--- src/rtl/mnv_pkg.sv ---
`default_nettype none

package mnv_pkg;

  localparam int unsigned TimeW  = 48;
  localparam int unsigned LenW   = 32;
  localparam int unsigned PitchW = 7;
  localparam int unsigned ProbW  = 17;
  localparam int unsigned BoundW = 19;
  localparam int unsigned GridW  = 22;
  localparam int unsigned MaskW  = 12;
  localparam int unsigned NumVar = 6;

  localparam logic [MaskW-1:0] ScaleMaskReset = 12'd2741;
  localparam logic [GridW-1:0] GridStepReset  = 22'd16384;

  // Register map, word index on the APB port
  typedef enum logic [2:0] {
    REG_SCALE_MASK    = 3'd0,
    REG_GRID_STEP     = 3'd1,
    REG_PROB_REST     = 3'd2,
    REG_PROB_LEAP     = 3'd3,
    REG_PROB_PUSH     = 3'd4,
    REG_PROB_DOUBLE   = 3'd5,
    REG_PROB_APPROACH = 3'd6,
    REG_PROB_ORNAMENT = 3'd7
  } cfg_reg_e;

  // Variation chosen for one word; order of the first six follows the roll bounds
  typedef enum logic [2:0] {
    VAR_REST     = 3'd0,
    VAR_LEAP     = 3'd1,
    VAR_PUSH     = 3'd2,
    VAR_DOUBLE   = 3'd3,
    VAR_APPROACH = 3'd4,
    VAR_ORNAMENT = 3'd5,
    VAR_PLAIN    = 3'd6,
    VAR_ECHO     = 3'd7
  } var_e;

  typedef struct packed {
    logic              kind;
    logic [PitchW-1:0] pitch;
    logic [PitchW-1:0] velocity;
    logic [TimeW-1:0]  start_time;
    logic [LenW-1:0]   length;
    logic [15:0]       roll;
    logic              up_draw;
  } item_t;

  typedef struct packed {
    logic              pass_through;
    logic [PitchW-1:0] pitch;
    logic [PitchW-1:0] velocity;
    logic [TimeW-1:0]  time_v;
    logic [LenW-1:0]   length;
    logic              last_of_run;
  } res_t;

  typedef struct packed {
    logic [MaskW-1:0]                scale_mask;
    logic [GridW-1:0]                grid_step;
    logic [NumVar-1:0][BoundW-1:0]   bound;
  } cfg_t;

  typedef struct packed {
    logic              en;
    logic [PitchW-1:0] pitch;
  } pitch_upd_t;

  // Saturating add of a length onto a time stamp
  function automatic logic [TimeW-1:0] sat_add(logic [TimeW-1:0] t, logic [LenW-1:0] a);
    logic [TimeW:0] s;
    s = {1'b0, t} + {{(TimeW+1-LenW){1'b0}}, a};
    return s[TimeW] ? {TimeW{1'b1}} : s[TimeW-1:0];
  endfunction

  // Pitch class: octave from p*43/512, exact for p up to 127
  function automatic logic [3:0] pitch_class(logic [PitchW-1:0] p);
    logic [12:0] m;
    logic [6:0]  o12;
    m   = {6'b0, p} * 13'd43;
    o12 = {3'b0, m[12:9]} * 7'd12;
    return 4'(p - o12);
  endfunction

  // Nearest pitch strictly above or below whose class is in the mask
  function automatic logic [PitchW-1:0] scale_neighbour(logic [PitchW-1:0] p, logic above,
                                                         logic [MaskW-1:0] mask);
    logic [3:0] pc;
    logic [4:0] cls;
    logic [7:0] cand;
    logic       found;
    logic [6:0] best;
    pc    = pitch_class(p);
    found = 1'b0;
    best  = '0;
    // scan offsets from far to near so the nearest one wins
    for (int d = 12; d >= 1; d--) begin
      if (above) cls = {1'b0, pc} + 5'(d);
      else       cls = {1'b0, pc} + 5'(12 - d);
      if (cls >= 5'd12) cls = cls - 5'd12;
      if (above) cand = {1'b0, p} + 8'(d);
      else       cand = {1'b0, p} - 8'(d);
      if (mask[cls[3:0]] && !cand[7]) begin
        found = 1'b1;
        best  = cand[6:0];
      end
    end
    // no scale tone in range: step by one, held at the edges
    if (!found) begin
      if (above) best = (p == 7'd127) ? 7'd127 : p + 7'd1;
      else       best = (p == 7'd0)   ? 7'd0   : p - 7'd1;
    end
    return best;
  endfunction

  // floor((17v+10)/20) via reciprocal 3277/65536, held at least 1
  function automatic logic [PitchW-1:0] approach_vel(logic [PitchW-1:0] v);
    logic [11:0] x;
    logic [23:0] prod;
    logic [6:0]  av;
    x    = {5'b0, v} * 12'd17 + 12'd10;
    prod = {12'b0, x} * 24'd3277;
    av   = prod[22:16];
    return (av == 7'd0) ? 7'd1 : av;
  endfunction

endpackage

`default_nettype wire

--- src/rtl/mnv_cfg.sv ---
`default_nettype none

module mnv_cfg (
  input  wire logic          clk_i,
  input  wire logic          rst_ni,
  input  wire logic          psel,
  input  wire logic          penable,
  input  wire logic          pwrite,
  input  wire logic [4:0]    paddr,
  input  wire logic [31:0]   pwdata,
  output logic      [31:0]   prdata,
  output logic               pready,
  output mnv_pkg::cfg_t      cfg_o
);
  import mnv_pkg::*;

  logic [MaskW-1:0]  scale_mask_q;
  logic [GridW-1:0]  grid_step_q;
  logic [ProbW-1:0]  prob_q [NumVar];
  logic [NumVar-1:0][BoundW-1:0] bound_q, bound_d;
  logic              wr_en;
  cfg_reg_e          idx;

  assign pready = 1'b1;
  assign wr_en  = psel && penable && pwrite;
  assign idx    = cfg_reg_e'(paddr[4:2]);

  // Write registers on the access cycle
  always_ff @(posedge clk_i or negedge rst_ni) begin
    if (!rst_ni) begin
      scale_mask_q <= ScaleMaskReset;
      grid_step_q  <= GridStepReset;
      for (int i = 0; i < NumVar; i++) prob_q[i] <= '0;
    end else if (wr_en) begin
      unique case (idx)
        REG_SCALE_MASK:    scale_mask_q <= pwdata[MaskW-1:0];
        REG_GRID_STEP:     grid_step_q  <= pwdata[GridW-1:0];
        REG_PROB_REST:     prob_q[0]    <= pwdata[ProbW-1:0];
        REG_PROB_LEAP:     prob_q[1]    <= pwdata[ProbW-1:0];
        REG_PROB_PUSH:     prob_q[2]    <= pwdata[ProbW-1:0];
        REG_PROB_DOUBLE:   prob_q[3]    <= pwdata[ProbW-1:0];
        REG_PROB_APPROACH: prob_q[4]    <= pwdata[ProbW-1:0];
        REG_PROB_ORNAMENT: prob_q[5]    <= pwdata[ProbW-1:0];
      endcase
    end
  end

  // Read back
  always_comb begin
    unique case (idx)
      REG_SCALE_MASK:    prdata = {20'b0, scale_mask_q};
      REG_GRID_STEP:     prdata = {10'b0, grid_step_q};
      REG_PROB_REST:     prdata = {15'b0, prob_q[0]};
      REG_PROB_LEAP:     prdata = {15'b0, prob_q[1]};
      REG_PROB_PUSH:     prdata = {15'b0, prob_q[2]};
      REG_PROB_DOUBLE:   prdata = {15'b0, prob_q[3]};
      REG_PROB_APPROACH: prdata = {15'b0, prob_q[4]};
      REG_PROB_ORNAMENT: prdata = {15'b0, prob_q[5]};
    endcase
  end

  // Running sums of the probabilities, 19 bits wide; a total past 2^19-1 wraps
  always_comb begin
    logic [BoundW-1:0] acc;
    acc = '0;
    for (int i = 0; i < NumVar; i++) begin
      acc        = acc + {{(BoundW-ProbW){1'b0}}, prob_q[i]};
      bound_d[i] = acc;
    end
  end

  always_ff @(posedge clk_i or negedge rst_ni) begin
    if (!rst_ni) bound_q <= '0;
    else         bound_q <= bound_d;
  end

  assign cfg_o.scale_mask = scale_mask_q;
  assign cfg_o.grid_step  = grid_step_q;
  assign cfg_o.bound      = bound_q;

endmodule

`default_nettype wire

--- src/rtl/mnv_vary.sv ---
`default_nettype none

module mnv_vary (
  input  mnv_pkg::item_t           item_i,
  input  mnv_pkg::cfg_t            cfg_i,
  input  wire logic [6:0]          last_pitch_i,
  input  wire logic                have_last_i,
  output mnv_pkg::res_t [2:0]      res_o,
  output logic [1:0]               count_o,
  output mnv_pkg::pitch_upd_t      upd_o
);
  import mnv_pkg::*;

  var_e              sel;
  logic [PitchW-1:0] p;
  logic [PitchW-1:0] v;
  logic [TimeW-1:0]  t;
  logic [LenW-1:0]   len;
  logic [LenW-1:0]   half, quarter, cap, lead, addend;
  logic [7:0]        hi;
  logic [PitchW-1:0] lo, leap_p, nb, av;
  logic              from_below, nb_above;
  logic [TimeW-1:0]  t_sum, t_push, t_2q;

  assign p   = item_i.pitch;
  assign v   = item_i.velocity;
  assign t   = item_i.start_time;
  assign len = item_i.length;

  // Pick the first bound the roll falls below
  always_comb begin
    sel = VAR_PLAIN;
    for (int i = NumVar - 1; i >= 0; i--) begin
      if ({3'b0, item_i.roll} < cfg_i.bound[i]) sel = var_e'(3'(i));
    end
    if (item_i.kind || (len == '0)) sel = VAR_ECHO;
  end

  // Octave leap folded at the range edges
  assign hi     = {1'b0, p} + 8'd12;
  assign lo     = p - 7'd12;
  assign leap_p = item_i.up_draw ? (hi[7] ? lo : hi[6:0])
                                 : ((p >= 7'd12) ? lo : hi[6:0]);

  // Split lengths
  assign half    = len >> 1;
  assign quarter = len >> 2;
  assign cap     = {{(LenW-GridW+1){1'b0}}, cfg_i.grid_step[GridW-1:1]};
  assign lead    = (quarter > cap) ? cap : quarter;

  // Neighbour direction
  assign from_below = (have_last_i && (last_pitch_i != p)) ? (last_pitch_i < p)
                                                           : item_i.up_draw;
  assign nb_above   = (sel == VAR_APPROACH) ? !from_below : item_i.up_draw;
  assign nb         = scale_neighbour(p, nb_above, cfg_i.scale_mask);
  assign av         = approach_vel(v);

  // Time of the second part, or the moved time of a pushed note
  always_comb begin
    case (sel)
      VAR_DOUBLE:   addend = half;
      VAR_APPROACH: addend = lead;
      VAR_ORNAMENT: addend = quarter;
      default:      addend = {{(LenW-GridW){1'b0}}, cfg_i.grid_step};
    endcase
  end

  assign t_sum  = sat_add(t, addend);
  assign t_push = (item_i.up_draw || (t < {{(TimeW-GridW){1'b0}}, cfg_i.grid_step}))
                  ? t_sum : t - {{(TimeW-GridW){1'b0}}, cfg_i.grid_step};
  assign t_2q   = sat_add(t, {quarter[LenW-2:0], 1'b0});

  // Assemble the result words
  always_comb begin
    for (int k = 0; k < 3; k++) begin
      res_o[k].pass_through = 1'b0;
      res_o[k].pitch        = p;
      res_o[k].velocity     = v;
      res_o[k].time_v       = t;
      res_o[k].length       = len;
      res_o[k].last_of_run  = 1'b0;
    end
    count_o   = 2'd1;
    upd_o.en  = 1'b1;
    upd_o.pitch = p;
    unique case (sel)
      VAR_ECHO: begin
        res_o[0].pass_through = 1'b1;
        res_o[0].last_of_run  = 1'b1;
        upd_o.en              = 1'b0;
      end
      VAR_PLAIN: begin
        res_o[0].pass_through = 1'b1;
        res_o[0].last_of_run  = 1'b1;
      end
      VAR_REST: begin
        count_o  = 2'd0;
        upd_o.en = 1'b0;
      end
      VAR_LEAP: begin
        res_o[0].pitch       = leap_p;
        res_o[0].last_of_run = 1'b1;
        upd_o.pitch          = leap_p;
      end
      VAR_PUSH: begin
        res_o[0].time_v      = t_push;
        res_o[0].last_of_run = 1'b1;
      end
      VAR_DOUBLE: begin
        count_o              = 2'd2;
        res_o[0].length      = half;
        res_o[1].time_v      = t_sum;
        res_o[1].length      = len - half;
        res_o[1].last_of_run = 1'b1;
      end
      VAR_APPROACH: begin
        count_o              = 2'd2;
        res_o[0].pitch       = nb;
        res_o[0].velocity    = av;
        res_o[0].length      = lead;
        res_o[1].time_v      = t_sum;
        res_o[1].length      = len - lead;
        res_o[1].last_of_run = 1'b1;
      end
      VAR_ORNAMENT: begin
        count_o              = 2'd3;
        res_o[0].length      = quarter;
        res_o[1].pitch       = nb;
        res_o[1].time_v      = t_sum;
        res_o[1].length      = quarter;
        res_o[2].time_v      = t_2q;
        res_o[2].length      = len - {quarter[LenW-2:0], 1'b0};
        res_o[2].last_of_run = 1'b1;
      end
    endcase
  end

endmodule

`default_nettype wire

--- src/rtl/mnv_outq.sv ---
`default_nettype none

module mnv_outq (
  input  wire logic           clk_i,
  input  wire logic           rst_ni,
  input  wire logic           load_i,
  input  mnv_pkg::res_t [2:0] res_i,
  input  wire logic [1:0]     count_i,
  input  wire logic           ready_i,
  output logic                valid_o,
  output mnv_pkg::res_t       head_o,
  output logic                space_o
);
  import mnv_pkg::*;

  res_t [2:0] buf_q, buf_d;
  logic [1:0] cnt_q, cnt_d;
  logic       pop;

  assign valid_o = (cnt_q != 2'd0);
  assign pop     = valid_o && ready_i;
  assign space_o = (cnt_q == 2'd0) || ((cnt_q == 2'd1) && pop);
  assign head_o  = buf_q[0];

  // Load a fresh set of words or shift out the head
  always_comb begin
    buf_d = buf_q;
    cnt_d = cnt_q;
    if (load_i) begin
      buf_d = res_i;
      cnt_d = count_i;
    end else if (pop) begin
      buf_d[0] = buf_q[1];
      buf_d[1] = buf_q[2];
      cnt_d    = cnt_q - 2'd1;
    end
  end

  always_ff @(posedge clk_i or negedge rst_ni) begin
    if (!rst_ni) cnt_q <= '0;
    else         cnt_q <= cnt_d;
  end

  always_ff @(posedge clk_i) begin
    buf_q <= buf_d;
  end

endmodule

`default_nettype wire

--- src/rtl/melodic_note_variation_core.sv ---
`default_nettype none

// Channel    Dir  Handshake              tdata / tuser / tlast
// s_axis     in   tvalid/tready          note event, variation roll
// m_axis     out  tvalid/tready          one emitted note event, pass flag, end of run
// apb        in   psel/penable/pready    eight config registers at 4*i
//
// An event is registered in the input register, worked out combinationally and its
// 0 to 3 words are loaded into a three-entry output buffer once the buffer has space;
// the words then leave from the buffer head on m_axis.
// The single output port drains the buffer while the input register holds the next event,
// whose words load as the last buffered word leaves or into an empty buffer; a rest loads none.
// Reset loads register defaults and clears pitch history; no clearing pass.
// An output stall holds the buffer, then the input register, then s_axis_tready.
module melodic_note_variation_core (
  input  wire logic         clk_i,
  input  wire logic         rst_ni,
  input  wire logic         s_axis_tvalid,
  output logic              s_axis_tready,
  // pitch, velocity, start_time, length, roll, up_draw, zero pad
  input  wire logic [111:0] s_axis_tdata,
  // kind
  input  wire logic         s_axis_tuser,
  output logic              m_axis_tvalid,
  input  wire logic         m_axis_tready,
  // out_pitch, out_velocity, out_time, out_length, zero pad
  output logic [95:0]       m_axis_tdata,
  // pass_through
  output logic              m_axis_tuser,
  output logic              m_axis_tlast,
  input  wire logic         psel,
  input  wire logic         penable,
  input  wire logic         pwrite,
  input  wire logic [4:0]   paddr,
  input  wire logic [31:0]  pwdata,
  output logic [31:0]       prdata,
  output logic              pready
);
  import mnv_pkg::*;

  cfg_t         cfg;
  item_t        in_q, in_d;
  logic         in_valid_q, in_valid_d;
  logic         s_fire, load, space;
  res_t [2:0]   res;
  logic [1:0]   count;
  pitch_upd_t   upd;
  res_t         head;
  logic [6:0]   last_pitch_q;
  logic         have_last_q;

  mnv_cfg u_cfg (
    .clk_i   (clk_i),
    .rst_ni  (rst_ni),
    .psel    (psel),
    .penable (penable),
    .pwrite  (pwrite),
    .paddr   (paddr),
    .pwdata  (pwdata),
    .prdata  (prdata),
    .pready  (pready),
    .cfg_o   (cfg)
  );

  // Input register
  assign load          = in_valid_q && space;
  assign s_axis_tready = !in_valid_q || load;
  assign s_fire        = s_axis_tvalid && s_axis_tready;

  assign in_d.kind       = s_axis_tuser;
  assign in_d.pitch      = s_axis_tdata[6:0];
  assign in_d.velocity   = s_axis_tdata[13:7];
  assign in_d.start_time = s_axis_tdata[61:14];
  assign in_d.length     = s_axis_tdata[93:62];
  assign in_d.roll       = s_axis_tdata[109:94];
  assign in_d.up_draw    = s_axis_tdata[110];

  assign in_valid_d = s_fire ? 1'b1 : (load ? 1'b0 : in_valid_q);

  always_ff @(posedge clk_i or negedge rst_ni) begin
    if (!rst_ni) in_valid_q <= 1'b0;
    else         in_valid_q <= in_valid_d;
  end

  always_ff @(posedge clk_i) begin
    if (s_fire) in_q <= in_d;
  end

  mnv_vary u_vary (
    .item_i       (in_q),
    .cfg_i        (cfg),
    .last_pitch_i (last_pitch_q),
    .have_last_i  (have_last_q),
    .res_o        (res),
    .count_o      (count),
    .upd_o        (upd)
  );

  // Track the last pitch sent out
  always_ff @(posedge clk_i or negedge rst_ni) begin
    if (!rst_ni) begin
      last_pitch_q <= '0;
      have_last_q  <= 1'b0;
    end else if (load && upd.en) begin
      last_pitch_q <= upd.pitch;
      have_last_q  <= 1'b1;
    end
  end

  mnv_outq u_outq (
    .clk_i   (clk_i),
    .rst_ni  (rst_ni),
    .load_i  (load),
    .res_i   (res),
    .count_i (count),
    .ready_i (m_axis_tready),
    .valid_o (m_axis_tvalid),
    .head_o  (head),
    .space_o (space)
  );

  assign m_axis_tdata = {2'b00, head.length, head.time_v, head.velocity, head.pitch};
  assign m_axis_tuser = head.pass_through;
  assign m_axis_tlast = head.last_of_run;

endmodule

`default_nettype wire

--- config.mk ---
export PLATFORM = sky130hd
export DESIGN_NAME = melodic_note_variation_core
export DESIGN_NICKNAME = d
export VERILOG_FILES = /design/src/rtl/mnv_pkg.sv /design/src/rtl/mnv_cfg.sv /design/src/rtl/mnv_vary.sv /design/src/rtl/mnv_outq.sv /design/src/rtl/melodic_note_variation_core.sv
export SDC_FILE = /design/constraint.sdc
export NUM_CORES = 2
export LEC_CHECK = 0
export BUFFER_PORTS_ARGS = -buffer_cell sky130_fd_sc_hd__buf_2
export CORE_ASPECT_RATIO = 0.7
export CORE_MARGIN = 10
export CORE_UTILIZATION = 30
export DETAILED_ROUTE_END_ITERATION = 16
export PLACE_DENSITY = 0.53
export SETUP_SLACK_MARGIN = 0.5
export SLEW_MARGIN = 20
export SYNTH_ARGS = -nofsm -noshare
export SYNTH_HDL_FRONTEND = slang
export SYNTH_SLANG_ARGS = --single-unit
--- constraint.sdc ---
create_clock -name clk_i -period 8 [get_ports clk_i]
set_clock_uncertainty 0.05 [all_clocks]
set_input_delay 0.4 -clock clk_i [delete_from_list [all_inputs] [get_ports clk_i]]
set_output_delay 0.4 -clock clk_i [all_outputs]
set_load 0.01 [all_outputs]
## Word-level counts from Yosys, hierarchy flattened

Cells that the tools add are included.

- Word-level logic and storage cells: 345
- Output and inout port bits: 133
- Register bits: 657
- Bits of input ports: 157

- Reduce and logical (&&, ||, !) cells: 59
- Multipliers: 4
- Order comparisons: 34
- Eq/ne operators: 17
- Mux-type cells: 125
- Add/subtract/negate cells: 65

Operator list:

| cell | number |
|---|---|
| 2-to-1 mux 191 bit | 2 |
| case mux 32 bit (8 select lines) | 1 |
| case mux 80 bit (3 select lines) | 1 |
| 2-to-1 mux 48 bit | 4 |
| case mux 32 bit (3 select lines) | 2 |
| 2-to-1 mux 7 bit | 23 |
| 2-to-1 mux 8 bit | 12 |
| < comparator 16 x 19 -> 1 bit | 5 |
| 2-to-1 mux 81 bit | 1 |
| adder 19 x 17 -> 19 bit | 4 |
| subtractor 32 x 31 -> 32 bit | 2 |
| greater-or-equal comparator 5 x 4 -> 1 bit, second input constant | 12 |
| < comparator 4 x 5 -> 1 bit, second input constant | 12 |
| 2-to-1 mux 5 bit | 11 |
| adder 48 x 31 -> 49 bit | 1 |
| adder 48 x 32 -> 49 bit | 1 |
| binary-select mux 1 bit (select 4 bit) | 12 |
| < comparator 48 x 22 -> 1 bit | 1 |
| 2-to-1 mux 4 bit | 12 |
| subtractor 4 bit, second input constant | 12 |
| subtractor 48 x 22 -> 48 bit | 1 |
| adder 7 x 4 -> 8 bit, second input constant | 5 |
| subtractor 7 x 4 -> 8 bit, second input constant | 5 |
| adder 7 x 3 -> 8 bit, second input constant | 4 |
| other kinds (48) | 158 |

## Depth between registers and ports, before layout

- Depth after elaboration: 31
- Mapped depth: 42
- Depth with buffers taken out: 38

## By module

A second synthesis with hierarchy kept.

- Cell total of the unflattened synthesis: 5417
- Area, all modules: 53080.9 um^2

Modules (own cells, without submodules):

| module | instances | cells an instance | sequential area each (um^2) | area an instance (um^2) |
|---|---|---|---|---|
| mnv_vary | 1 | 3544 | 0.0 | 24188.2 |
| mnv_cfg | 1 | 1120 | 6190.9 | 12882.4 |
| mnv_outq | 1 | 616 | 8698.3 | 12273.0 |
| melodic_note_variation_core | 1 | 137 | 3588.4 | 3737.3 |

## Worst setup path before layout

No wires, ideal clock.

- Path type: register to register
- Start: register in_q[2] (netlist name)
- End: register u_outq.buf_q, in the netlist u_outq.head_o[67] (data pin)
- Path buffers: 4
- Data required time: 7.691 ns
- Stages on the path, launching flop included: 39
- Arrival time: 7.594 ns
- Slack: 0.097 ns
- Setup time: 0.259 ns
- Period minus slack after synthesis: 7.903 ns
- Cell sequence: edfxtp_1 ha_1 a21o_1 a21o_1 a21oi_1 o21ai_0 a21oi_1 o21ai_0 a31oi_1 o31ai_1 a21oi_1 o22ai_1 a2111oi_0 nor3_1 clkbuf_1 clkbuf_1 nand2_1 nand2_1 [... 3 more ...] a21oi_1 o21bai_1 a21oi_1 o21bai_1 a41oi_1 a31oi_1 o211ai_1 a31o_2 o21ai_1 a221o_1 a21oi_1 nor2b_1 clkbuf_1 nand2_1 clkbuf_1 nand2_1 a211oi_1 o21ai_1

RTL lines:

| what | line | text |
|---|---|---|
| start, declared | melodic_note_variation_core.sv:42 | `item_t in_q, in_d;` |
| start signal, assigned | melodic_note_variation_core.sv:86 | `if (s_fire) in_q <= in_d;` |
| end signal, assigned | mnv_outq.sv:45 | `buf_q <= buf_d;` |
| end, declared | mnv_outq.sv:16 | `res_t [2:0] buf_q, buf_d;` |

==> results summary <==
The number of maximum-capacitance violations is 0. The initial antenna violation count is 8. The number of global-route vias before repair was between 40,000 and 50,000. From left edge to right edge, the die measures just over 500 um.

The aggregate routed wire length came out at between 150 and 200 mm. Headroom to the max-slew limit came out at 21.79%. For this run, asynchronously set or reset flops after synthesis account for around two fifths. The simple logic cell fraction of the synthesized area is approximately an eighth. The clock-pin transition on the worst setup and hold timing paths came out at roughly 0.07 ns. At the end of routability-driven placement, the weighted congestion stood at roughly 0.93. The slowest cell on the critical path is a222oi_1. Global routing used between 10% and 20% of the available tracks. After synthesis, the largest area contributor takes up a little under a quarter of total cell area. Entering global routing, the biggest net connects roughly 160 pins. Pin placement for this block handled a little under 300 I/O pins. The run finished with clean final reports. The cell with the most instances on the worst path is o21a_1.

The min-delay analysis places its worst path in the category in2reg. The maximum fanout encountered on the critical timing path came out at 7. The via count came out at 44,405.

The hold violation count in the final report was 0. After synthesis, flip-flops and latches occupy ~36% of the total area. The worst hold path terminates at u_cfg.grid_step_q[12]. The max-slew violation count came to 0.

The residual overflow from global routing is 0. The worst register-to-register path ends at u_outq.head_o[34]. The startpoint of the lowest-slack register-to-register path is u_cfg.grid_step_q[2]. The final core utilization is around 37%. The vertical die dimension is 365.0 um. The area of the mapped netlist came out at 51,020 um2. The cell at the root of the clock tree is clkbuf_16. The maximum level of the CTS H-tree is 3. The total core area came out at between 150,000 and 200,000 um2. In the layout the commonest cells are 510 x ha_1, 465 x nand2_1, 398 x edfxtp_1. The synthesized-area fraction occupied by xor and xnor cells came out at under 10%. The critical hold path startpoint is pwdata[12].

The insertion delay of the later-clocked pin in the worst-skew pair came out at 0.73 ns. The number of clock sinks is 656. The count of filler cells inserted in the layout is roughly 17,000.

The kind of end point of the critical path is a flip-flop. The clock period minus worst slack is about 7.8 ns. The period utilization came out at between 90 and 100%.

In the routed design, unresolved DRC markers number 0. The fraction of layout cells with a size suffix above 1 came out at approximately a fifth. In the post-synthesis netlist, the biggest area contributors are edfxtp_1 23%, ha_1 13%, dfrtp_1 12%, o21ai_0 4.2%, a21oi_1 4.2%.

The compound-cell area share of the yosys netlist came out at 20.14%. The number of vias per cell after detailed routing is 5.345. The area enclosed by the die boundary is between 150,000 and 200,000 um2. The synthesized area divided by synthesized cell count is 9.278 um2. The startpoint type of the worst setup path is a flip-flop. The maximum count of clock buffers along a single path is 3. The total half-perimeter wirelength after legalization and detailed placement came out at ~140 mm. Setup repair after global routing could not meet its margin everywhere.

The detailed-router iteration count before antenna repair came out at 6. The setup-violating endpoint count in the final report is 0. The hold-critical path depth is 3. The dominant register cell in the synthesized netlist is edfxtp_1. Summed over all instances, the cell type with the most area after synthesis is edfxtp_1.

The flip-flop and latch count after synthesis is about 660. The largest single stage delay on the critical path is 0.40 ns. The standard-cell row count came out at around 130.

The first-pass GRT wire length came out at roughly 280 mm. The number of synthesized flops with an enable pin is slightly below 400. The TritonCTS buffer count came out at between 70 and 80. The post-synthesis instance total is between 5,000 and 6,000. Compared with the post-synthesis result, the final layout area differs by 22.57%. The count of cells along the worst register-to-register path came out at 42. In the final routed layout, each cell accounts on average for approximately 23 um. The data arrival time of the worst path came out at around 8.2 ns. The count of nets left with antenna violations once routing finished came out at 0. The highest attainable clock frequency came out at between 0.1 and 0.15 GHz. The number of DRC violations after detailed-routing iteration 0 came out at 4,938. The multiplexer fraction of the synthesized cell area is 4.848%.

Leaving out fill and tap cells, the most frequent cell in the layout is ha_1. After routing, the total negative slack on setup checks comes to 0 ns. The worst path required time is roughly 8.4 ns. The share of synthesized cell area in full adder, half adder and majority cells is 15.29%.

The transition at the pin with the smallest max-transition slack is between 1 and 1.5 ns. The yosys synthesis warning count came out at 0. The post-layout net count is 6,744. The type of the worst setup path is reg2reg. TritonCTS built the clock tree. The initial utilization of the core area, before any placement, comes to 30.22%. The total of buffers placed on input and output ports came out at ~260. By area, the combinational part of the netlist is dominated by compound AO/OA/AOI/OAI gates. The worst register-to-register path has a setup slack of about 0.18 ns. The distinct cell type count of the synthesized netlist is 102.
[what timing repair did]
action / CTS / global route
cloned: 2 / 2
endpoints found under the hold margin: 258 / 0
pin swaps: 141 / 131
setup endpoints to repair: 117 / 130
buffers inserted: 47 / 26
hold buffers: 133 / 0
resized for setup: 279 / 231
[layer usage]
| metal | share of wire (%) | up-vias | wire, um | GRT usage (%) |
|---|---|---|---|---|
| met2 | 44 | 1564 | 82490 | 29.60 |
| met1 | 47 | 21709 | 88610 | 27.75 |
| li1 | - | 20899 | - | - |
| met5 | 0.0063 | - | 12 | 0 |
| met3 | 6.8 | 231 | 12830 | 3.158 |
| met4 | 2.8 | 2 | 5212 | 5.443 |
[final cells by class]
type / instances / area [um2] / share of cell area [%]
inverter: 386 / 1466 / 2.345
clock buffer: 97 / 2168 / 3.467
multi-input combinational: 4089 / 30990 / 49.56
timing repair buffer: 788 / 6052 / 9.678
antenna: 4 / 10.01 / 0.01601
clock inverter: 48 / 628.1 / 1.004
sequential: 656 / 18420 / 29.45
tap: 2240 / 2803 / 4.482
[kinds of logic (layout without fill, tap and decap cells)]
kind of cell | Yosys count | count (layout)
xor gates and xnor gates | 249 | 249
muxes | 198 | 198
buffers and inverters | 765 | 1319
DFF | 656 | 656
AOI/OAI and AO/OA | 1613 | 1613
and+or+nand+nor | 1428 | 1428
adders and majority gates | 588 | 588
other | 2 | 17
[worst max-delay path, delay by kind of cell, from the launching register on]
family	cells	cell delay (ns)
AND/OR/NAND/NOR	5	0.56
AO/OA/AOI/OAI	27	4.89
buffers and inverters	7	0.85
flip-flops	1	0.39
adder cells (fa/ha/maj)	3	0.75
[sequential cells by signal, summed over array words and instances, names as in the netlist]
register and count:
u_cfg.grid_step_q 22, last_pitch_q 7, u_cfg.prob_q 102, u_outq.head_o 96, u_cfg.cfg_o 111, u_outq.buf_q 190
in_q 112, in_valid_q 1, u_cfg.scale_mask_q 12, have_last_q 1, u_outq.cnt_q 2
[stage by stage]
| step | cells | setup slack (ns) | hold WS, ns | area [um2] |
|---|---|---|---|---|
| after floorplan | 5510 | 0.5082 | 0.05441 | 51100 |
| after global placement | 7949 | -0.4343 | 0.3462 | 55910 |
| after detailed placement | 7949 | -0.4686 | 0.3494 | 55910 |
| after CTS | 8276 | 0.2696 | 0.002835 | 61410 |
| after global routing | 8304 | -0.1456 | 0.05428 | 62530 |
| final | 8308 | 0.1801 | 0.04648 | 62540 |
[cell usage after synthesis, types with 33 or more instances]
library cell    n
ha_1          529
nand2_1       480
o21ai_0       430
a21oi_1       426
nor2_1        407
edfxtp_1      398
inv_1         380
dfrtp_1       250
clkbuf_1      228
xnor2_1       175
mux2_2        113
buf_4         109
nand3_1       106
nor3_1        101
a21o_1         87
a31oi_1        80
xor2_1         72
o21a_1         71
fa_1           59
mux2i_1        57
and3_1         55
a211oi_1       48
nor2b_1        48
or3_1          48
o211ai_1       47
nand2b_1       45
o21bai_1       45
a21boi_0       36
and2_1         33
[worst max path at each step]
| stage | from | endpoint | slack (ns) | depth (start not counted) |
|---|---|---|---|---|
| 2_1_floorplan | in_q[19] | u_outq.head_o[67] | 0.51 | 42 |
| 3_3_place_gp | in_q[2] | u_outq.head_o[67] | -0.43 | 38 |
| 3_5_place_dp | in_q[2] | u_outq.head_o[75] | -0.47 | 37 |
| 4_1_cts | u_cfg.grid_step_q[2] | u_outq.head_o[67] | 0.27 | 41 |
| 5_1_grt | u_cfg.grid_step_q[2] | u_outq.buf_q[142] | -0.15 | 43 |
| 6_report | u_cfg.grid_step_q[2] | u_outq.head_o[34] | 0.18 | 42 |
Power is not shown: default switching activity piles up to over one toggle a cycle in this logic, so the estimate is an artifact.
